**src/hdl/crd_pkg.sv**
```systemverilog
// Shared types and constants for the checksummed record deframer.
package crd_pkg;

    localparam int unsigned RECORDS_PER_FRAME = 2;
    localparam int unsigned STORE_ROWS = 2;
    localparam int unsigned REC_CNT_W = $clog2(RECORDS_PER_FRAME + 1);

    localparam logic [7:0] HEADER_RESET = 8'hFF;
    localparam logic [7:0] START_RESET  = 8'h02;

    localparam int unsigned PADDR_W = 3;
    localparam logic REG_HEADER = 1'b0;
    localparam logic REG_START  = 1'b1;

    typedef enum logic [1:0] {
        PH_HUNT    = 2'd0,
        PH_START   = 2'd1,
        PH_RECORDS = 2'd2,
        PH_CHECK   = 2'd3
    } t_phase;

    typedef struct packed {
        logic [7:0] header_byte;
        logic [7:0] start_byte;
    } t_crd_cfg;

endpackage

```
**src/hdl/crd_cfg_regs.sv**
```systemverilog
// APB register file holding the header and start byte values.
module crd_cfg_regs (
    input  logic                        i_clk,
    input  logic                        i_rst_n,
    input  logic                        psel,
    input  logic                        penable,
    input  logic                        pwrite,
    input  logic [crd_pkg::PADDR_W-1:0] paddr,
    input  logic [31:0]                 pwdata,
    output logic [31:0]                 prdata,
    output logic                        pready,
    output crd_pkg::t_crd_cfg           o_cfg
);

    logic [7:0] r_header_byte;
    logic [7:0] r_start_byte;
    logic       wr_en;

    assign pready = 1'b1;
    assign wr_en  = psel && penable && pwrite;

    always_ff @(posedge i_clk) begin
        if (!i_rst_n) begin
            r_header_byte <= crd_pkg::HEADER_RESET;
            r_start_byte  <= crd_pkg::START_RESET;
        end else if (wr_en) begin
            if (paddr[2] == crd_pkg::REG_HEADER) begin
                r_header_byte <= pwdata[7:0];
            end else begin
                r_start_byte <= pwdata[7:0];
            end
        end
    end

    always_comb begin
        prdata = 32'd0;
        if (paddr[2] == crd_pkg::REG_HEADER) begin
            prdata = {24'd0, r_header_byte};
        end else begin
            prdata = {24'd0, r_start_byte};
        end
    end

    assign o_cfg.header_byte = r_header_byte;
    assign o_cfg.start_byte  = r_start_byte;

endmodule

```
**src/hdl/crd_parser.sv**
```systemverilog
// Frame parser: phase tracking, checksum, word store and result register.
module crd_parser (
    input  logic              i_clk,
    input  logic              i_rst_n,
    input  crd_pkg::t_crd_cfg i_cfg,
    input  logic              i_in_valid,
    output logic              o_in_stall,
    input  logic [7:0]        i_rx_byte,
    output logic              o_out_valid,
    input  logic              i_out_stall,
    output logic [31:0]       o_word_zero,
    output logic [31:0]       o_word_one,
    output logic              o_frame_status
);

    crd_pkg::t_phase                r_phase, n_phase;
    logic [2:0]                     r_byte_pos, n_byte_pos;
    logic [crd_pkg::REC_CNT_W-1:0]  r_rec_cnt, n_rec_cnt;
    logic [7:0]                     r_sum, n_sum;
    logic [7:0]                     r_cur_id, n_cur_id;
    logic [31:0]                    r_store [crd_pkg::STORE_ROWS];
    logic [31:0]                    n_store [crd_pkg::STORE_ROWS];
    logic                           r_out_valid, n_out_valid;
    logic [31:0]                    r_word_zero, n_word_zero;
    logic [31:0]                    r_word_one, n_word_one;
    logic                           r_status, n_status;
    logic                           accept;
    logic                           ok;
    logic [31:0]                    upd_word;

    assign o_in_stall = r_out_valid && i_out_stall;
    assign accept     = i_in_valid && !o_in_stall;
    assign ok         = (i_rx_byte == r_sum);

    // Merge the incoming byte into the addressed row, big-endian.
    always_comb begin
        upd_word = r_store[r_cur_id[0]];
        case (r_byte_pos)
            3'd1:    upd_word[31:24] = i_rx_byte;
            3'd2:    upd_word[23:16] = i_rx_byte;
            3'd3:    upd_word[15:8]  = i_rx_byte;
            3'd4:    upd_word[7:0]   = i_rx_byte;
            default: upd_word        = r_store[r_cur_id[0]];
        endcase
    end

    always_comb begin
        n_phase     = r_phase;
        n_byte_pos  = r_byte_pos;
        n_rec_cnt   = r_rec_cnt;
        n_sum       = r_sum;
        n_cur_id    = r_cur_id;
        n_store     = r_store;
        n_out_valid = r_out_valid && i_out_stall;
        n_word_zero = r_word_zero;
        n_word_one  = r_word_one;
        n_status    = r_status;
        if (accept) begin
            case (r_phase)
                crd_pkg::PH_HUNT: begin
                    if (i_rx_byte == i_cfg.header_byte) begin
                        n_phase = crd_pkg::PH_START;
                    end
                end
                crd_pkg::PH_START: begin
                    if (i_rx_byte == i_cfg.start_byte) begin
                        n_sum      = i_cfg.header_byte + i_cfg.start_byte;
                        n_byte_pos = 3'd0;
                        n_rec_cnt  = '0;
                        n_phase    = crd_pkg::PH_RECORDS;
                    end else begin
                        n_phase = crd_pkg::PH_HUNT;
                    end
                end
                crd_pkg::PH_RECORDS: begin
                    n_sum = r_sum + i_rx_byte;
                    if (r_byte_pos == 3'd0) begin
                        n_cur_id = i_rx_byte;
                    end else if (r_cur_id[7:1] == 7'd0) begin
                        n_store[r_cur_id[0]] = upd_word;
                    end
                    if (r_byte_pos >= 3'd4) begin
                        n_byte_pos = 3'd0;
                        n_rec_cnt  = r_rec_cnt + 1'b1;
                        if (r_rec_cnt >= crd_pkg::REC_CNT_W'(crd_pkg::RECORDS_PER_FRAME - 1))
                        begin
                            n_phase = crd_pkg::PH_CHECK;
                        end
                    end else begin
                        n_byte_pos = r_byte_pos + 3'd1;
                    end
                end
                crd_pkg::PH_CHECK: begin
                    n_out_valid = 1'b1;
                    n_word_zero = ok ? r_store[0] : 32'd0;
                    n_word_one  = ok ? r_store[1] : 32'd0;
                    n_status    = !ok;
                    n_phase     = crd_pkg::PH_HUNT;
                    n_byte_pos  = 3'd0;
                    n_rec_cnt   = '0;
                    n_sum       = 8'd0;
                end
                default: begin
                    n_phase = crd_pkg::PH_HUNT;
                end
            endcase
        end
    end

    always_ff @(posedge i_clk) begin
        if (!i_rst_n) begin
            r_phase     <= crd_pkg::PH_HUNT;
            r_byte_pos  <= 3'd0;
            r_rec_cnt   <= '0;
            r_sum       <= 8'd0;
            r_cur_id    <= 8'd0;
            r_store[0]  <= 32'd0;
            r_store[1]  <= 32'd0;
            r_out_valid <= 1'b0;
        end else begin
            r_phase     <= n_phase;
            r_byte_pos  <= n_byte_pos;
            r_rec_cnt   <= n_rec_cnt;
            r_sum       <= n_sum;
            r_cur_id    <= n_cur_id;
            r_store     <= n_store;
            r_out_valid <= n_out_valid;
        end
    end

    always_ff @(posedge i_clk) begin
        r_word_zero <= n_word_zero;
        r_word_one  <= n_word_one;
        r_status    <= n_status;
    end

    assign o_out_valid    = r_out_valid;
    assign o_word_zero    = r_word_zero;
    assign o_word_one     = r_word_one;
    assign o_frame_status = r_status;

endmodule

```
**src/hdl/checksummed_record_deframer_unit.sv**
```systemverilog
// Top level of the checksummed record deframer.
// Takes one received byte per cycle. A frame is a header byte, a start byte,
// RECORDS_PER_FRAME records of an id byte and a big-endian 32-bit word, and
// an 8-bit additive checksum over all bytes before it. Each byte is consumed
// in the cycle it is accepted by a single state update; the checksum byte
// produces one item in the result register on the following cycle, with both
// stored words and status 0, or zero words and status 1 on a mismatch. The
// input stalls only while that result register holds an item that is itself
// stalled. Ids beyond the two store rows write nothing but still count in
// the checksum; rows keep their words across frames.
module checksummed_record_deframer_unit (
    input  logic                        i_clk,
    input  logic                        i_rst_n,
    input  logic                        psel,
    input  logic                        penable,
    input  logic                        pwrite,
    input  logic [crd_pkg::PADDR_W-1:0] paddr,
    input  logic [31:0]                 pwdata,
    output logic [31:0]                 prdata,
    output logic                        pready,
    input  logic                        i_in_valid,
    output logic                        o_in_stall,
    input  logic [7:0]                  i_rx_byte,
    output logic                        o_out_valid,
    input  logic                        i_out_stall,
    output logic [31:0]                 o_word_zero,
    output logic [31:0]                 o_word_one,
    output logic                        o_frame_status
);

    crd_pkg::t_crd_cfg cfg;

    crd_cfg_regs u_cfg_regs (
        .i_clk   (i_clk),
        .i_rst_n (i_rst_n),
        .psel    (psel),
        .penable (penable),
        .pwrite  (pwrite),
        .paddr   (paddr),
        .pwdata  (pwdata),
        .prdata  (prdata),
        .pready  (pready),
        .o_cfg   (cfg)
    );

    crd_parser u_parser (
        .i_clk          (i_clk),
        .i_rst_n        (i_rst_n),
        .i_cfg          (cfg),
        .i_in_valid     (i_in_valid),
        .o_in_stall     (o_in_stall),
        .i_rx_byte      (i_rx_byte),
        .o_out_valid    (o_out_valid),
        .i_out_stall    (i_out_stall),
        .o_word_zero    (o_word_zero),
        .o_word_one     (o_word_one),
        .o_frame_status (o_frame_status)
    );

endmodule
```
**config.mk**
```make
export PLATFORM = sky130hd
export DESIGN_NAME = checksummed_record_deframer_unit
export DESIGN_NICKNAME = d
export VERILOG_FILES = /design/src/hdl/crd_pkg.sv /design/src/hdl/crd_cfg_regs.sv /design/src/hdl/crd_parser.sv /design/src/hdl/checksummed_record_deframer_unit.sv
export SDC_FILE = /design/constraint.sdc
export NUM_CORES = 1
export LEC_CHECK = 0
export BUFFER_PORTS_ARGS = -buffer_cell sky130_fd_sc_hd__buf_2
export CAP_MARGIN = 15
export CORE_ASPECT_RATIO = 0.6
export CORE_MARGIN = 8
export CORE_UTILIZATION = 30
export DETAILED_ROUTE_END_ITERATION = 10
export GPL_ROUTABILITY_DRIVEN = 1
export PLACE_DENSITY_LB_ADDON = 0.1
export SLEW_MARGIN = 30
export SYNTH_ARGS = -nofsm -noshare
export SYNTH_HDL_FRONTEND = slang
export SYNTH_SLANG_ARGS = --single-unit
export TNS_END_PERCENT = 1
```
**constraint.sdc**
```tcl
create_clock -name i_clk -period 5.9 [get_ports i_clk]
set_input_delay 1.18 -clock i_clk [delete_from_list [all_inputs] [get_ports i_clk]]
set_output_delay 1.18 -clock i_clk [all_outputs]
set_load 0.05 [all_outputs]
```
### Yosys cells after proc, flatten, opt, wreduce, memory -nomap -nowiden

Cells that the tools add are included.

* flip-flop bits (word level): 169
* input port bits: 50
* output and inout bits: 100
* word-level logic and storage cells: 83

* add/sub/neg operators: 4
* $lt $le $gt $ge: 4
* equality and inequality tests: 14
* muxes and demuxes: 26
* bitwise operators: 3
* reductions and logical operators: 19

Operators by type and width (count)
* 32-bit two-way mux: 4
* 64-bit bitwise mux: 1
* 8-bit two-way mux: 6
* 32-bit demux with 1-bit select: 1
* 8-bit equality test: 3
* 8-bit case mux with 3 select lines: 1
* 8-bit adder: 2
* 2-bit two-way mux: 6
* 4-bit AND reduction: 3
* 3-bit case mux with 3 select lines: 1
* 2-bit by 1-bit != test with 1-bit output, second input constant: 4
* 2-bit case mux with 4 select lines: 1
* 7-bit zero test: 1
* 3-bit by 2-bit equality test with 1-bit output, second input constant: 2
* 3-bit two-way mux: 2
* 2-bit case mux with 3 select lines: 1
* 2-bit AND reduction: 3
* 3-bit AND reduction: 2
* 1-bit logical AND: 5
* 2-bit equality test, second input constant: 2
* 3-bit by 1-bit adder with 3-bit output, second input constant: 1
* 3-bit by 1-bit equality test with 1-bit output, second input constant: 1
* 3-bit equality test, second input constant: 1
* 3-bit greater-or-equal comparator, second input constant: 1
* 12 further kinds: 15

### Logic depth before layout (Yosys ltp)

Gate-level depths: netlist (run 1).

* depth after elaboration: 6
* gate-level depth with buffers: 10
* mapped depth without buffers: 9

### Cells and area by module

Synthesis (run 1) repeated with hierarchy kept, for this count alone.

* cells, all modules: 881
* area total of the unflattened synthesis: 8609.5 µm²

Modules (own cells, without submodules)
* crd_parser: instances 1, cells each 775, area each 7619.8 µm², sequential area each 3713.6 µm²
* crd_cfg_regs: instances 1, cells each 106, area each 989.7 µm², sequential area each 320.3 µm²

### Least setup slack after synthesis (run 1)

No wires, ideal clock.

* path type: in2reg
* from: in i_out_stall
* to: reg u_parser.r_status, in the netlist u_parser.o_frame_status (enable)
* library setup time: 0.432 ns
* arrival time: 3.464 ns
* path slack: 2.004 ns
* stages on the path: 3
* buffers on the path: 0
* cell sequence: and2_1 nor2b_1 and3_1

* word-level cells in the longest chain between the ends: 4

RTL lines
* start: declaration: RTL line checksummed_record_deframer_unit.sv:25 `input logic i_out_stall,`
* 1-bit logical AND: RTL line crd_parser.sv:31 `assign o_in_stall = r_out_valid && i_out_stall;`
* 1-bit zero test: RTL line crd_parser.sv:32 `assign accept = i_in_valid && !o_in_stall;`
* 1-bit logical AND: RTL line crd_parser.sv:32
* 2-bit AND reduction (no line)
* end signal: assignment: RTL line crd_parser.sv:134 `r_status <= n_status;`
* end: declaration: RTL line crd_parser.sv:26 `logic r_status, n_status;`

No other way between the ends.
A chain may end at the register's enable or synchronous reset.

### Final worst setup path (run 1)

* from: in paddr[2] (netlist name)
* to: out prdata[4]

* word-level cells in the longest chain between the ends: 1

RTL lines
* start: declaration: RTL line checksummed_record_deframer_unit.sv:17 `input logic [crd_pkg::PADDR_W-1:0] paddr,`
* 8-bit two-way mux: RTL line crd_cfg_regs.sv:37 `if (paddr[2] == crd_pkg::REG_HEADER) begin`
* end: declaration: RTL line checksummed_record_deframer_unit.sv:19 `output logic [31:0] prdata,`

No other way between the ends.

==> flow_summary.yaml, run 1 <==
synth:
  ys_async_sr_fraction: 0
  yosysUniqueCellTypes: 56
  ys_seq_elements: 169
  yosysSeqAreaShare: 0.4848
  synth_edf_count: 65
  synth_ff_type: "dfxtp_1"
  syn_avg_cell_area_um2: 9.444
  ys_warn_count: 0
  netlist_instances: 881
  netlist_area_mm2: 0.008320
detailed_routing:
  postRouteAntennaNets: 0
  initialDrtViolationCount: 282
  routed_wirelength_um: 23200
  wl_per_cell_um: 17.51
  first_pass_iters: 5
  vias_per_cell: 4.559
  drc: 0
  vias: 6041
sta:
  slew_violations: 0
  period_share: 0.5389
  setup_tns_ns: 0
  whs_ns: 0.4550
  slew_headroom: 0.4146
  finalSetupViolations: 0
  min_period_ns: 3.179
  fin_skew_ns: 0.007093
  rsz0062_at_grt: "no"
  tightest_slew_ns: 0.8781
  final.setup.worst_slack_ns: 2.721
  hold_viol: 0
  fmax_mhz: 314.5
cts:
  clk_latency_ns: 0.43
  root_buffer: "clkbuf_16"
  post_cts_resize_count: 0
  clock_sinks: 169
  cts_inserted_buffers: 17
  cts_tree: "yes"
  ctsHoldBuffers: 0
  htreeDepth: 4
  post-cts-setup-buffers: 0
  cts_max_path_buffers: 2
  cts.clk_slew.worst_paths_ns: 0.06
status:
  status: "finished clean"
critical_path:
  arrival_ns: 2.00
  required_ns: 4.72
  worst_setup_path_start_kind: "input pin"
  cp_max_fo: 12
  end_kind: "primary output"
  path_class: "input pin to primary output"
floorplan:
  die_x_um: 231
  rows: 47
  fp.coreArea_mm2: 0.02740
  initial_utilization: 0.3036
  dieArea_mm2: 0.03350
  ioPinCount: 150
  fp.dieH_um: 145
grt:
  overflow: 0
  grt_pass1_wl_um: 36380
  antenna_found_initial: 0
  grt_use_met1: 0.2087
  grt_pass1_vias: 5931
  grt_use_total: 0.1390
  grt_max_degree: 66
  globalRoute.busiestLayer: "met1"
  grtUsageMet2: 0.1918
  grtUsageMet3: 0.03135
place:
  portBuffers: 98
  dp_slack_ns: 2.340
  dpl.hpwl_um: 15200
  dpl_cell_area_mm2: 0.008934
  place_congestion: 0.7673
pwr:
  p_switching_uw: 581.3
  comb_power_share: 0.065
  swShare: 0.2339
  p_leak_uw: 0.003123
  power_frac_seq: 0.487
  power.internal_uw: 1904
  power.density_mw_per_mm2: 261.3
  vdd_drop_max_mv: 0.1404
  p_clk_frac: 0.448
layout:
  final_cell_area_mm2: 0.009508
  layout_common_cells: "209 x nand2_1, 103 x dfxtp_1, 98 x buf_2, 67 x and2_1, 65 x edfxtp_1"
  layout-drive-gt1-share: 0.1555
  fill_cells: 2889
  syn_to_final_growth_pct: 14.27
  antennaDiodeCount: 0
  layout_commonest_cell: "nand2_1"
  num-nets-final: 1017
run:
  max_cap_viol_count: 0
worst_hold_path:
  hp-class: "register to register"
[critical path, stage by stage]
cell and delay (ns):
buf_2 0.23, mux2_2 0.37, buf_2 0.21
[cells by family (layout without fill, tap and decap cells)]
group | after synthesis | count (layout) | share of synthesized area
buf+inv | 100 | 154 | 0.06842
flops | 169 | 169 | 0.4848
fa+ha+maj | 22 | 22 | 0.03489
mux | 41 | 41 | 0.05053
simple gates | 355 | 355 | 0.1976
other cells | 2 | 25 | 0.0009026
compound gates | 167 | 167 | 0.1365
xor+xnor | 25 | 25 | 0.02632
[state kept, by name, summed over array words and instances (netlist names), named ones only]
signal / cells
u_cfg_regs.r_header_byte: 8
u_cfg_regs.r_start_byte: 8
u_parser.o_frame_status: 1
u_parser.o_out_valid: 1
u_parser.o_word_one: 32
u_parser.o_word_zero: 32
u_parser.r_byte_pos: 3
u_parser.r_cur_id: 8
u_parser.r_phase: 1
u_parser.r_rec_cnt: 2
u_parser.r_store: 64
u_parser.r_sum: 8
[stage by stage]
stage | std cells | utilization | power (µW)
after floorplan | 904 | - | 1368
final | 1325 | 0.3470 | 2485
after global placement | 1292 | 0.3252 | 1398
after CTS | 1325 | 0.3469 | 2520
after global routing | 1325 | 0.3470 | 2576
after detailed placement | 1293 | 0.3260 | 1398
[routing by layer]
metal  share of wire  wire length, µm
met1            0.54            12600
met2            0.41             9431
met3           0.035              813
met4           0.016              360
met5               0                0
[Yosys cell counts (4+ instances only)]
cell type  count  area, µm²
and2_1        68      425.4
xnor2_1       21      183.9
nor2_1        13      48.80
buf_4         29      217.7
o21ai_0       42      210.2
buf_6          8      90.09
nor2b_1       11      68.82
o211ai_1       5      37.54
mux2i_1       33      330.3
buf_2         19      95.09
dfxtp_1      104       2082
ha_1          20      250.2
a21boi_0      45      337.8
xor2_1         4      35.03
nand2b_1       5      31.28
nand3_1       25      125.1
clkbuf_1      24      90.09
a21boi_1      37      277.8
a21oi_1       11      55.05
nand2_1      210      788.3
mux2_2         8      90.09
inv_1         18      67.56
nor4_1         4      25.02
edfxtp_1      65       1952
[layout make-up]
cell class | count | area [µm²] | area share
multi-input cells | 635 | 3826 | 0.4024
repair buffers | 104 | 548.0 | 0.05764
clock inverters | 3 | 40.04 | 0.004211
well taps | 367 | 459.2 | 0.04830
inverters | 18 | 67.56 | 0.007106
flip-flops and latches | 169 | 4035 | 0.4244
clock buffers | 29 | 531.8 | 0.05593
[path summary, 6_finish.rpt]
kind	end	depth (start not counted)	slack (ns)	from
max	prdata[4]	3	2.72	paddr[2]
min	u_parser.r_rec_cnt[1]	2	0.45	u_parser.r_rec_cnt[1]
max reg2reg	u_parser.r_store[47]	7	2.89	register
min reg2reg	u_parser.r_rec_cnt[1]	2	0.45	u_parser.r_rec_cnt[1]
[power groups by stage]
| stage | combinational (µW) | clock [µW] | sequential, µW |
|---|---|---|---|
| global route | 173 | 1190 | 1210 |
| global placement | 163 | 0 | 1240 |
| CTS | 162 | 1150 | 1210 |
| floorplan | 135 | 0 | 1230 |
| finish | 162 | 1110 | 1210 |
| detailed placement | 162 | 0 | 1240 |
Power figures use the tool's default switching activity.
==> run 2: changes to the inputs <==
- ABC_AREA: not set -> 1
- clock period: 5.9 -> 3.1 ns (I/O delays scaled with it)
==> run 2 against run 1 <==
- global-route usage up 1.0 points
- count of clock-buffer cells in the layout down 7
- sequential cell count unchanged
- first-iteration DRC count up 69%
- combinational power up 120%
- area after synthesis down 3.1%
- clock power up 87%
- core utilization up 0.61 points
- setup slack worse by 1.9 ns
- die area down 2.8%
- critical path depth up 6
- routed wire length up 2.7%
- critical endpoint is now u_parser.r_store[28]
- largest cell class unchanged
==> flow_summary.yaml, run 2 <==
cts:
  root_buffer: "clkbuf_16"
  clock_sinks: 169
  htreeDepth: 4
  post-cts-setup-buffers: 0
  cts_inserted_buffers: 17
  cts.clk_slew.worst_paths_ns: 0.07
  cts_max_path_buffers: 2
  cts_tree: "yes"
  ctsHoldBuffers: 0
  post_cts_resize_count: 0
  clk_latency_ns: 0.44
layout:
  fin_cells: 1441
  layout_commonest_cell: "nor2_1"
  largest_register_ffs: 64
  syn_to_final_growth_pct: 15.69
  num-nets-final: 1140
  layout-drive-gt1-share: 0.1397
  fin_util: 0.3530
  antennaDiodeCount: 0
  top_register: "u_parser.r_store"
  layout_common_cells: "149 x nor2_1, 129 x nand2_1, 120 x inv_1, 119 x o21ai_0, 103 x dfxtp_1"
place:
  portBuffers: 98
  dpl.hpwl_um: 16110
  place_congestion: 0.7947
  placed_cells: 1409
sta:
  fin_skew_ns: 0.01199
  setup_tns_ns: 0
  period_share: 0.7313
  fmax_mhz: 441.1
  slew_headroom: 0.4453
  rsz0062_at_grt: "no"
  finalSetupViolations: 0
  tightest_slew_ns: 0.8276
  hold_viol: 0
  slew_violations: 0
  min_period_ns: 2.267
critical_path:
  cp_num_buf_inv: 2
  path_cells: "inv_2, nor2_4, nand2_1, nor2_2, nand2_4, nor2_8, buf_4, o21ai_0, a21oi_1"
  r2r_cells: 9
  cp.depth: 9
  end_kind: "register"
  crit_slowest_cell: "dfxtp_1"
  worst_setup_path_start_kind: "register"
  arrival_ns: 2.63
  crit_family: "simple AND/OR/NAND/NOR gates"
  required_ns: 3.46
  path_class: "register to register"
  r2r_slack_ns: 0.83
  worstSetupEndpoint: "u_parser.r_store[28]"
  timing.rr.end: "u_parser.r_store[28]"
  cp_max_fo: 26
  max_stage_delay_ns: 0.46
detailed_routing:
  vias_per_cell: 4.519
  vias: 6512
  routed_wirelength_um: 23820
  initialDrtViolationCount: 477
  first_pass_iters: 5
  drc: 0
  wl_per_cell_um: 16.53
  postRouteAntennaNets: 0
synth:
  yosysMostFrequentCell: "nor2_1"
  yosysSeqAreaShare: 0.5004
  synth.top_cell.area_share: 0.2583
  ys_seq_elements: 169
  ys_async_sr_fraction: 0
  netlist_instances: 991
  yosysUniqueCellTypes: 34
  ys_warn_count: 0
  yosysTopAreaCell: "dfxtp_1"
  netlist_area_mm2: 0.008061
  syn_avg_cell_area_um2: 8.135
  synth_commonest_cells: "150 x nor2_1, 129 x nand2_1, 120 x inv_1"
  synth_edf_count: 65
  synth_ff_type: "dfxtp_1"
  synth.top_cells.by_area: "dfxtp_1 26%, edfxtp_1 24%, o21ai_0 7.4%"
pwr:
  power_frac_seq: 0.487
  p_switching_uw: 1179
  power.internal_uw: 3562
  vdd_drop_max_mv: 0.2867
  p_clk_frac: 0.438
  swShare: 0.2486
  p_leak_uw: 0.003757
  comb_power_share: 0.075
  power.density_mw_per_mm2: 508.3
grt:
  grt_max_degree: 69
  grt_pass1_vias: 6325
  antenna_found_initial: 0
  overflow: 0
  grt_use_total: 0.1491
  grt_pass1_wl_um: 37230
floorplan:
  ioPinCount: 150
  fp.dieH_um: 143.0
  die_x_um: 227.6
  fp.coreArea_mm2: 0.02642
  initial_utilization: 0.3052
  rows: 46
  dieArea_mm2: 0.03254
run:
  max_cap_viol_count: 0
worst_hold_path:
  holdCritStartpoint: "pwdata[3]"
  hp-class: "input pin to register"
status:
  status: "finished clean"
## run 2: how the worst min path moves through the flow
stage / end / slack, ns / cells past startpoint
after global routing: u_cfg_regs.r_header_byte[7] / 0.40 / 3
after detailed placement: u_parser.r_store[48] / 0.46 / 2
after floorplan: u_parser.r_store[32] / 0.44 / 2
after global placement: u_parser.r_store[56] / 0.46 / 2
after CTS: u_cfg_regs.r_header_byte[3] / 0.38 / 3
final: u_cfg_regs.r_header_byte[3] / 0.40 / 3
## run 2: worst min-delay path, stage by stage
cell	delay [ns]
buf_2	0.08
nand2_1	0.04
nand3_1	0.06
## run 2: cells by family after synthesis
logic type               synth area share
AO/OA/AOI/OAI                      0.1647
XOR/XNOR                          0.01412
adder cells (fa/ha/maj)           0.03601
buffers and inverters              0.1131
flip-flops                         0.5004
other                           0.0009316
AND/OR/NAND/NOR                    0.1707
## run 2: final cells by class
type                    count  area (µm²)
clock buffers              22       444.2
flip-flops and latches    169        4035
well taps                 360       450.4
clock inverters            10       103.9
fillers                  2850       17090
multi-input cells         644        3214
inverters                 126       473.0
repair buffers            110       605.6
## run 2: per-layer routing
layer  vias up  track usage  routed length [µm]
met3        12      0.03011                1146
li1       3361            -                   -
met5         -            0                   0
met4         0      0.03499                 206
met2       137       0.2098                9524
met1      3002       0.2272               12950
## run 2: through the flow
stage | cell area, µm² | total power [µW] | setup slack [ns] | hold WS (ns)
after floorplan | 8155 | 2634 | 0.3968 | 0.4418
after global placement | 8778 | 2710 | 0.5597 | 0.4639
after detailed placement | 8778 | 2711 | 0.5799 | 0.4640
after CTS | 9326 | 4800 | 0.8045 | 0.3843
after global routing | 9326 | 4913 | 0.5616 | 0.4007
final | 9326 | 4741 | 0.8330 | 0.4014
## run 2: power by group through the flow
| stage | logic, µW | clock network, µW | registers, µW |
|---|---|---|---|
| floorplan | 280 | 0 | 2350 |
| global placement | 352 | 0 | 2360 |
| detailed placement | 354 | 0 | 2360 |
| CTS | 355 | 2140 | 2310 |
| global route | 389 | 2220 | 2310 |
| finish | 355 | 2080 | 2310 |
==> run 3: changes to the inputs <==
- clock period: 3.1 -> 2 ns (I/O delays scaled with it)
==> run 3 against run 2 <==
- clock skew is essentially flat
- sequential power increased by 55%
- hold slack got worse by 0.21 ns
- non-clock buffer count grew 49
- via count increased by 2.9%
- core utilization is 2.0 points higher
- clock power up 73%
- global-route usage about the same
- register-to-register slack lost 0.69 ns
- sequential cell count stayed put
- combinational power increased by 68%
- largest cell class unchanged
- highest routed layer unchanged
==> flow_summary.yaml, run 3 (synthesis results as in run 2) <==
critical_path:
  end_kind: "register"
  cp_max_fo: 16
  worst_setup_path_start_kind: "register"
  required_ns: 2.32
  r2r_cells: 10
  r2r-start: "u_parser.r_byte_pos[1]"
  r2r_slack_ns: 0.14
  path_class: "register to register"
  arrival_ns: 2.17
  timing.rr.end: "u_parser.r_store[4]"
floorplan:
  ioPinCount: 150
  dieArea_mm2: 0.03254
  die_x_um: 227.6
  fp.coreArea_mm2: 0.02642
  fp.dieH_um: 143.0
  initial_utilization: 0.3052
  rows: 46
detailed_routing:
  wl_per_cell_um: 16.06
  vias: 6702
  drc: 0
  routed_wirelength_um: 23930
  vias_per_cell: 4.498
  initialDrtViolationCount: 493
  postRouteAntennaNets: 0
  first_pass_iters: 5
grt:
  grt_use_total: 0.1495
  antenna_found_initial: 0
  grt_pass1_wl_um: 37450
  overflow: 0
  grt_max_degree: 52
  grt_pass1_vias: 6622
layout:
  largest_register_ffs: 64
  layout_commonest_cell: "nor2_1"
  num-nets-final: 1189
  fill_cells: 2813
  syn_to_final_growth_pct: 22.21
  layout-drive-gt1-share: 0.1850
  layout_common_cells: "148 x nor2_1, 129 x nand2_1, 120 x inv_1, 116 x o21ai_0, 101 x dfxtp_1"
  top_register: "u_parser.r_store"
  antennaDiodeCount: 0
cts:
  root_buffer: "clkbuf_16"
  cts.clk_slew.worst_paths_ns: 0.07
  ctsHoldBuffers: 0
  clock_sinks: 169
  cts_max_path_buffers: 2
  cts_inserted_buffers: 17
  htreeDepth: 4
  clk_latency_ns: 0.43
  cts_tree: "yes"
run:
  max_cap_viol_count: 0
sta:
  slew_headroom: 0.6122
  finalSetupViolations: 0
  hold_viol: 0
  min_period_ns: 1.855
  slew_violations: 0
  whs_ns: 0.1898
  rsz0062_at_grt: "yes"
  fmax_mhz: 539.1
  fin_skew_ns: 0.01170
  setup_tns_ns: 0
  tightest_slew_ns: 0.5803
  period_share: 0.9275
place:
  dpl.hpwl_um: 17120
  place_congestion: 0.7882
  portBuffers: 98
worst_hold_path:
  holdCritStartpoint: "pwdata[6]"
  hp-class: "input pin to register"
  hold_depth: 3
  worstHoldEndpoint: "u_cfg_regs.r_header_byte[6]"
pwr:
  power.density_mw_per_mm2: 789.1
  p_leak_uw: 0.004055
  vdd_drop_max_mv: 0.5259
status:
  status: "finished clean"
run 3: changes by cell type in the layout (fill, tap and decap cells not counted), sizes merged:
cell and delta:
clkbuf -4, bufinv +2, inv +2, clkinv -1
buf +49, clkinvlp +1
run 3: report_power, final:
part | switching (µW) | internal (µW)
clock network | 1470 | 2140
registers | 16.1 | 3560
logic | 426 | 168
total | 1910 | 5860
run 3: layout make-up:
type	count	area (µm²)	area share
timing repair buffer	159	1040	0.1055
multi-input combinational	644	3217	0.3265
sequential	169	4038	0.4098
clock buffer	18	439.2	0.04458
inverter	126	473.0	0.04801
clock inverter	14	195.2	0.01981
tap	360	450.4	0.04572
run 3: worst max path at each step:
| stage | slack (ns) | start | cells past startpoint | endpoint |
|---|---|---|---|---|
| 2_1_floorplan | -0.26 | paddr[2] | 3 | prdata[2] |
| 3_3_place_gp | -0.01 | i_rx_byte[0] | 7 | u_parser.o_frame_status |
| 3_5_place_dp | -0.003 | i_rx_byte[0] | 8 | u_parser.o_word_one[14] |
| 4_1_cts | 0.13 | u_parser.r_byte_pos[1] | 10 | u_parser.r_store[2] |
| 5_1_grt | -0.03 | u_parser.r_byte_pos[1] | 10 | u_parser.r_store[4] |
| 6_report | 0.14 | u_parser.r_byte_pos[1] | 10 | u_parser.r_store[4] |
run 3: critical path, cell delays in order (launching register included):
cell,delay [ns]
dfxtp_1,0.39
inv_1,0.08
ha_1,0.23
nand2_1,0.15
nand2_1,0.08
nor2_2,0.14
nand2_4,0.10
nor2_8,0.13
inv_2,0.17
o21ai_0,0.22
a21oi_1,0.06
run 3: per-stage QoR:
| stage | setup WS (ns) | total power [µW] | utilization | instances | cell area, µm² |
|---|---|---|---|---|---|
| after CTS | 0.1313 | 7859 | 0.3727 | 1490 | 9847 |
| after global placement | -0.01438 | 4243 | 0.3487 | 1458 | 9213 |
| after floorplan | -0.2632 | 4082 | - | 1014 | 8159 |
| final | 0.1449 | 7775 | 0.3729 | 1490 | 9852 |
| after detailed placement | -0.002660 | 4241 | 0.3487 | 1458 | 9213 |
| after global routing | -0.03106 | 8083 | 0.3729 | 1490 | 9852 |
run 3: what timing repair did:
action | in CTS | in global routing
setup buffers | 0 | 0
gates resized for setup | 0 | 5
setup endpoints to repair | 0 | 16
run 3: routing by layer:
metal / vias up / wire, µm / track usage
li1: 3456 / - / -
met1: 3105 / 13170 / 0.2249
met2: 125 / 9526 / 0.2122
met3: 16 / 1008 / 0.03441
met4: 0 / 221 / 0.03197
met5: - / 0 / 0
